===== src/hw/rtl/tkst_pkg.sv =====
// ----------------------------------------------------------------------------
// tkst_pkg
// Shared constants and types for the top-k score table update block.
// ----------------------------------------------------------------------------
package tkst_pkg;

  // Table depth (2 to 15)
  localparam int TABLE_ENTRIES = 10;

  // Index into the table, and position counter that can also hold TABLE_ENTRIES
  localparam int IDX_W = $clog2(TABLE_ENTRIES);
  localparam int POS_W = $clog2(TABLE_ENTRIES + 1);

  // Checksum walk: TABLE_ENTRIES scores, then counter, frame low, frame high
  localparam int SUM_STEPS = TABLE_ENTRIES + 3;
  localparam int STEP_W    = $clog2(SUM_STEPS);

  localparam int SCORE_W = 16;
  localparam int CNT_W   = 16;
  localparam int FRAME_W = 32;
  localparam int RANK_W  = 4;
  localparam int CHK_W   = 16;

  // Checksum weights
  localparam int WGT_COUNT    = 13;
  localparam int WGT_FRAME_LO = 14;
  localparam int WGT_FRAME_HI = 15;
  localparam int WGT_MAX      = (TABLE_ENTRIES + 2 > WGT_FRAME_HI) ?
                                (TABLE_ENTRIES + 2) : WGT_FRAME_HI;
  localparam int WGT_W        = $clog2(WGT_MAX + 1);

  // Record signature folds into the checksum seed: low half plus twice high half
  localparam logic [31:0]      SIG_WORD = 32'h024E424F;
  localparam logic [CHK_W-1:0] CHK_SEED = CHK_W'(SIG_WORD[15:0] + (SIG_WORD[31:16] << 1));

  // Control word for the shared multiply-accumulate unit
  typedef struct packed {
    logic load;   // acc <= seed
    logic step;   // acc <= acc + operand * weight
  } mac_ctrl_t;

endpackage


===== src/hw/rtl/tkst_mac.sv =====
// ----------------------------------------------------------------------------
// tkst_mac
// Shared 16-bit multiply-accumulate unit, accumulator wraps modulo 2^16.
// ----------------------------------------------------------------------------
module tkst_mac import tkst_pkg::*; (
  input  logic             clk,
  input  mac_ctrl_t        ctrl,
  input  logic [CHK_W-1:0] operand,
  input  logic [WGT_W-1:0] weight,
  output logic [CHK_W-1:0] acc
);

  logic [CHK_W+WGT_W-1:0] product;
  logic [CHK_W-1:0]       acc_next;

  assign product  = operand * weight;
  assign acc_next = acc + product[CHK_W-1:0];

  always_ff @(posedge clk) begin
    if (ctrl.load) begin
      acc <= CHK_SEED;
    end else if (ctrl.step) begin
      acc <= acc_next;
    end
  end

endmodule


===== config.mk =====
export PLATFORM = sky130hd
export DESIGN_NAME = tkst_mac
export DESIGN_NICKNAME = d
export VERILOG_FILES = /design/src/hw/rtl/tkst_pkg.sv /design/src/hw/rtl/tkst_mac.sv
export SDC_FILE = /design/constraint.sdc
export NUM_CORES = 1
export LEC_CHECK = 0
export ABC_AREA = 0
export BUFFER_PORTS_ARGS = -buffer_cell sky130_fd_sc_hd__buf_2
export CAP_MARGIN = 20
export CORE_UTILIZATION = 54
export CTS_BUF_LIST = sky130_fd_sc_hd__clkbuf_16
export CTS_CLUSTER_DIAMETER = 200
export CTS_CLUSTER_SIZE = 8
export DETAILED_ROUTE_END_ITERATION = 16
export PLACE_DENSITY = 0.85
export SYNTH_ARGS = -nofsm -noshare
export SYNTH_HDL_FRONTEND = slang
export SYNTH_SLANG_ARGS = --single-unit

===== constraint.sdc =====
create_clock -name clk -period 4.2 [get_ports clk]
set_input_delay 0.21 -clock clk [delete_from_list [all_inputs] [get_ports clk]]
set_output_delay 0.21 -clock clk [all_outputs]
set_load 0.05 [all_outputs]

---- Word-level counts from Yosys, hierarchy flattened ----
Cells that the tools add are included.
W data, S select, Z words.
storage, ports and cells
  flip-flop bits (word level) ............. 16
  latch bits .............................. 0
  bits in writable memories ............... 0
  ROM bits ................................ 0
  input bits .............................. 23
  output and inout bits ................... 16
  word-level logic and storage cells ...... 3
  memories ................................ 0
cells by class
  add/sub/neg operators ................... 1
  multiply operators ...................... 1
  div/mod/pow operators ................... 0
  magnitude comparators ................... 0
  eq/ne operators ......................... 0
  shift-type cells ........................ 0
  multiplexer cells ....................... 0
  bitwise gates (word level) .............. 0
  reduce and logical (&&, ||, !) cells .... 0
operator list
  operator          number
  $add A16 B16 Y16  1
  $mul A16 B4 Y16   1

---- Depth between registers and ports, before layout ----
Gate-level depths: netlist of run 1.
  word-level depth ........................ 2
  mapped depth ............................ 14

---- Worst setup path after synthesis of run 1 ----
No wires, ideal clock.
  path kind ............................... input to register
  start ................................... in weight[3]
  end ..................................... reg acc[14]
  library setup time ...................... 0.127 ns
  data arrival time ....................... 3.520 ns
  data required time ...................... 4.073 ns
  setup slack ............................. 0.552 ns
  stages on the path ...................... 13
  buffers on the path ..................... 1
  cell sequence ........................... clkbuf_1 and2_1 fa_1 fa_1 inv_1 fa_1 inv_1 ha_1 or3_4 and3_4 and3_2 a211oi_1 o31ai_1
on the way
  cells in the longest elaborated chain, start to end .. 2
ends and longest elaborated chain
  element               line            text
  start, declared       tkst_mac.sv:9   input logic [WGT_W-1:0] weight,
  $mul A16 B4 Y16       tkst_mac.sv:16  assign product = operand * weight;
  $add A16 B16 Y16      tkst_mac.sv:17  assign acc_next = acc + product[CHK_W-1:0];
  end signal, assigned  tkst_mac.sv:23  acc <= acc_next;
  end, declared         tkst_mac.sv:10  output logic [CHK_W-1:0] acc
Every way passes these cells.
A chain may end at the register's enable or synchronous reset.

---- Worst setup path in the final report of run 1 ----
  start ................................... in weight[3]
  end ..................................... reg acc[15]
Same word-level chain as after synthesis.

==> results_dict.tcl, run 1 <==
set metrics [dict create \
    synthDominantCellAreaShare_pct 28.0 \
    io_pins 39 \
    relSlewSlack_pct 69.2 \
    worst_ep_arrival_time_ns 3.76 \
    finalSetupViolCount 0 \
    clock_latency_ns 0.25 \
    post_cts_buffers 0 \
    cap_violations 0 \
    synth_edf_count 0 \
    synthesis.nets 397 \
    syn_inst 317 \
    grt_usage_pct 22.5 \
    place_area_um2 2960 \
    gp_congestion 0.862 \
    async_flop_share_pct 0 \
    rows 25 \
    clk_pin_slew_ns 0.05 \
    synth.yosys.seq_area_share_pct 11.8 \
    top_usage_layer "met2" \
    ir_drop_mv 0.596 \
    critical_path_required_ns 4.36 \
    grt-ovfl-total 0 \
    viasPerCell 5.30 \
    met3_usage_pct 2.90 \
    crit_fanout 13 \
    die-width_um 73.0 \
    hold_class "in2reg" \
    fp.dieH_um 73.0 \
    p_leak_nw 1.59 \
    grt_pass1_wl_um 9290 \
    end_kind "register" \
    route.detailed.drc 0 \
    dp_hpwl_um 4540 \
    worstPathCellList "buf_2 -> and2_1 -> fa_1 -> fa_1 -> inv_1 -> fa_1 -> inv_1 -> ha_1 -> o21ai_0 -> o21ai_0 -> nand3_1 -> a211o_1 -> o221ai_1" \
    cts_tree "yes" \
    cts_htree_levels 1 \
    cts.path.max_buffers 2 \
    design_area_um2 3030 \
    pre_cts_ws_ns 0.392 \
    tightest_slew_ns 0.457 \
    crit_type "in2reg" \
    dieArea_um2 5320 \
    critPathMostFrequentCell "fa_1" \
    numCtsBuffers 3 \
    nets 432 \
    drt_iter0_drc 91 \
    cts.sinks 16 \
    diodes 0 \
    netlist_area_um2 2720 \
    wl_per_cell_um 13.0 \
    grtUsageMet2_pct 43.2 \
    cts_resized 0 \
    synth.avg_cell_area_um2 8.58 \
    root_buffer "clkbuf_16" \
    largest_reg_flops 16 \
    yosysUniqueCellTypes 51 \
    vias 2216 \
    io_buffers 38 \
    slowest_delay_ns 0.55 \
    antenna_found_initial 0 \
    drt_first_pass_iters 4 \
    hold_viol_final 0 \
    yosysTopAreaCell "fa_1" \
    drtAntennaViolNets 0 \
    outcome "finished clean" \
    gr-usage-met1_pct 27.4 \
    layout-drive-gt1-share_pct 13.4 \
    max_flop_register "acc" \
    coreArea_um2 4790 \
    finClkSkew_ns 0.00389 \
    initial_utilization_pct 56.8 \
    fin_ws_ns 0.600 \
    grt_max_degree 23 \
    fin_crit_sh_pct 85.7 \
    crit_slowest_cell "fa_1" \
    crit_buf_inv 3 \
    reg_top3 "acc x16" \
    timing.fmax_mhz 278 \
    synth_flop_cell "dfxtp_1" \
    slew_violations 0 \
    grt_pass1_vias 2154 \
    rsz0062_at_grt "false" \
    hold_buffers 0 \
    crit_family "adder cells" \
    p_per_area_nw_per_um2 661 \
    routed_wl_um 5450 \
    min_period_ns 3.60 \
    syn2layout_area_growth_pct 11.6 \
    yosys_warnings 0 \
    synth_area_leaders "fa_1, dfxtp_1, and2_1, inv_1, ha_1" \
    ys_ff_latch 16 \
    finalSetupTns_ns 0 \
    crit_path_start_kind "primary input" \
]
layout make-up:
| cell class | count | area [um2] |
|---|---|---|
| Clock buffer | 3 | 75.1 |
| Clock inverter | 1 | 3.75 |
| Fill cell | 446 | 1750 |
| Inverter | 68 | 255 |
| Multi-Input combinational cell | 225 | 2110 |
| Sequential cell | 16 | 320 |
| Tap cell | 67 | 83.8 |
| Timing Repair Buffer | 38 | 190 |
kinds of logic (layout without fill, tap and decap cells):
| family | Yosys count | count (layout) | synth area share (%) |
|---|---|---|---|
| flip-flops | 16 | 16 | 11.8 |
| XOR/XNOR | 12 | 12 | 4.37 |
| AND/OR/NAND/NOR | 94 | 94 | 19.8 |
| adder cells (fa/ha/maj) | 57 | 57 | 36.7 |
| buffers and inverters | 76 | 110 | 10.8 |
| multiplexers | 5 | 5 | 1.89 |
| AO/OA/AOI/OAI | 57 | 57 | 14.6 |
worst paths after layout:
| path | start | end | slack, ns | cells after the start |
|---|---|---|---|---|
| worst min register to register | acc[1] | acc[1] | 0.51 | 2 |
| worst min-delay path | ctrl[1] | acc[4] | 0.31 | 2 |
| worst max-delay path | weight[3] | acc[15] | 0.60 | 13 |
| worst max register to register | acc[2] | acc[9] | 1.38 | 9 |
Yosys cell counts, types with 4 or more instances:
master / number
o21ai_0: 8
nand2_1: 22
mux2i_1: 4
and2_1: 47
a21oi_1: 13
xnor2_1: 5
clkbuf_1: 6
xor2_1: 6
ha_1: 19
inv_1: 68
a21o_1: 6
fa_1: 38
dfxtp_1: 16
nor2_1: 5
report_power, final:
part,total [mW],leakage [nW],switching [mW],internal (mW)
clock,0.184,0.0385,0.0581,0.126
sequential,0.247,0.133,0.0384,0.208
combinational,1.57,1.41,0.958,0.617
total,2.01,1.59,1.05,0.951
per-layer routing:
layer | up-vias | wire length [um]
met2 | 43 | 2990
met5 | - | 0
li1 | 1087 | -
met4 | 0 | 15
met1 | 1084 | 2320
met3 | 2 | 122
cell usage in the layout, fill, tap and decap left out, types with 2 or more instances in the layout:
cell	netlist	final
nor3_1	2	2
buf_2	0	38
ha_1	19	19
xor2_1	6	6
or3_1	2	2
a21oi_1	13	13
and2_1	47	47
mux2i_1	4	4
nor2_1	5	5
xnor2_1	5	5
o21a_1	2	2
nand4_1	3	3
dfxtp_1	16	16
nand3_1	3	3
nor2b_1	2	2
fa_1	38	38
o221ai_1	2	2
a31oi_1	2	2
a211oi_1	3	3
inv_1	68	68
o21ai_0	8	8
o211a_1	3	3
o2111ai_1	2	2
clkbuf_16	0	3
nand2_1	22	22
a21o_1	6	6
a211o_1	3	3
per-stage QoR:
step	hold WS [ns]	util, %	cells	power, mW
floorplan	0.354	-	317	1.51
global placement	0.479	61.8	414	1.78
detailed placement	0.493	61.8	414	1.81
CTS	0.310	63.4	418	2.01
global route	0.322	63.4	418	2.21
finish	0.310	63.4	418	2.01
Note: power is estimated with default switching activity, not from simulation.
==> run 2: changes to the inputs <==
PLACE_DENSITY = 0.78   (was 0.85)
==> results_dict.tcl, run 2 (same netlist as run 1, synthesis figures left out) <==
set metrics [dict create \
    crit_path_start_kind "primary input" \
    end_kind "register" \
    wl_per_cell_um 13.1 \
    cap_violations 0 \
    min_period_ns 3.61 \
    finalSetupViolCount 0 \
    cp-endpoint "acc[14]" \
    clock_latency_ns 0.25 \
    layout-drive-gt1-share_pct 13.4 \
    syn2layout_area_growth_pct 11.6 \
    p_leak_nw 1.59 \
    cts.sinks 16 \
    largest_reg_flops 16 \
    design_area_um2 3030 \
    numCtsBuffers 3 \
    hold_class "in2reg" \
    reg2regPathDepth 9 \
    critical_path_required_ns 4.32 \
    p_per_area_nw_per_um2 667 \
    diodes 0 \
    fin_ws_ns 0.594 \
    nets 432 \
    hold_buffers 0 \
    finalSetupTns_ns 0 \
    slew_violations 0 \
    dp_hpwl_um 4610 \
    fin_crit_sh_pct 85.9 \
    post_cts_buffers 0 \
    die-width_um 73.0 \
    power.total_mw 2.03 \
    drt_first_pass_iters 4 \
    cts_tree "yes" \
    r2r_end "acc[11]" \
    io_buffers 38 \
    rsz0062_at_grt "false" \
    route.detailed.drc 0 \
    cts_htree_levels 1 \
    grt_pass1_wl_um 9180 \
    drtAntennaViolNets 0 \
    crit_fanout 13 \
    vias 2226 \
    viasPerCell 5.33 \
    place_area_um2 2960 \
    root_buffer "clkbuf_16" \
    grt_pass1_vias 2168 \
    cts.path.max_buffers 2 \
    ir_drop_mv 0.690 \
    coreArea_um2 4790 \
    pre_cts_ws_ns 0.354 \
    hold_viol_final 0 \
    timing.fmax_mhz 277 \
    tightest_slew_ns 0.462 \
    relSlewSlack_pct 68.9 \
    io_pins 39 \
    dieArea_um2 5320 \
    final_common_cell "inv_1" \
    crit_type "in2reg" \
    routed_wl_um 5490 \
    grt_usage_pct 22.6 \
    cts_resized 0 \
    crit_start "weight[3]" \
    finClkSkew_ns 0.00194 \
    outcome "finished clean" \
    fillers 443 \
    worst_ep_arrival_time_ns 3.73 \
    drt_iter0_drc 99 \
    hp-start "ctrl[1]" \
    antenna_found_initial 0 \
    regToRegSetupSlack_ns 1.40 \
    fp.dieH_um 73.0 \
    gp_congestion 0.894 \
    holdWs_ns 0.310 \
    final_cell_mix "inv_1, and2_1, fa_1, buf_2, nand2_1" \
    grt-ovfl-total 0 \
    initial_utilization_pct 56.8 \
    grt_max_degree 23 \
    max_flop_register "acc" \
    rows 25 \
    reg_top3 "acc x16" \
    clk_pin_slew_ns 0.05 \
    r2r-start "acc[2]" \
]
==> run 2: cell counts in the layout (fill, tap and decap cells not counted) <==
Identical to the previous run, type by type.
==> run 2: final cells by class <==
cell class | instances | area, um2 | area share, %
clock buffers | 3 | 75.1 | 2.47
multi-input cells | 225 | 2110 | 69.4
repair buffers | 38 | 190 | 6.27
well taps | 67 | 83.8 | 2.76
flip-flops and latches | 16 | 320 | 10.6
inverters | 68 | 255 | 8.41
clock inverters | 1 | 3.75 | 0.124
==> run 2: through the flow <==
step,util (%),std cells
after floorplan,-,317
after global placement,61.8,414
after detailed placement,61.8,414
after CTS,63.4,418
after global routing,63.4,418
final,63.4,418
==> run 2: layer usage <==
layer | vias up | GRT usage (%) | part of all wire (%) | routed length (um)
met5 | - | 0 | 0 | 0
met4 | 0 | 8.28 | 1.6 | 87
met3 | 11 | 4.01 | 4.0 | 222
met2 | 63 | 40.7 | 55 | 3000
met1 | 1061 | 26.7 | 40 | 2180
li1 | 1091 | - | - | -
==> run 2: worst min path at each step <==
stage | end | cells after the start
finish | acc[2] | 2
global route | acc[2] | 2
CTS | acc[4] | 2
detailed placement | acc[13] | 2
global placement | acc[0] | 2
floorplan | acc[0] | 2
==> run 2: critical path, stage by stage <==
cell and delay (ns):
buf_2 0.17, and2_1 0.18, fa_1 0.51, fa_1 0.54, inv_1 0.05, fa_1 0.49, inv_1 0.04, ha_1 0.37
or3_4 0.43, and3_4 0.21, and3_2 0.17, a211oi_1 0.25, o31ai_1 0.10
==> run 2: report_power, final <==
part | total (mW) | leakage [nW] | internal (mW) | switching [mW]
logic | 1.59 | 1.41 | 0.618 | 0.974
registers | 0.246 | 0.133 | 0.208 | 0.0378
clock network | 0.187 | 0.0385 | 0.126 | 0.0608
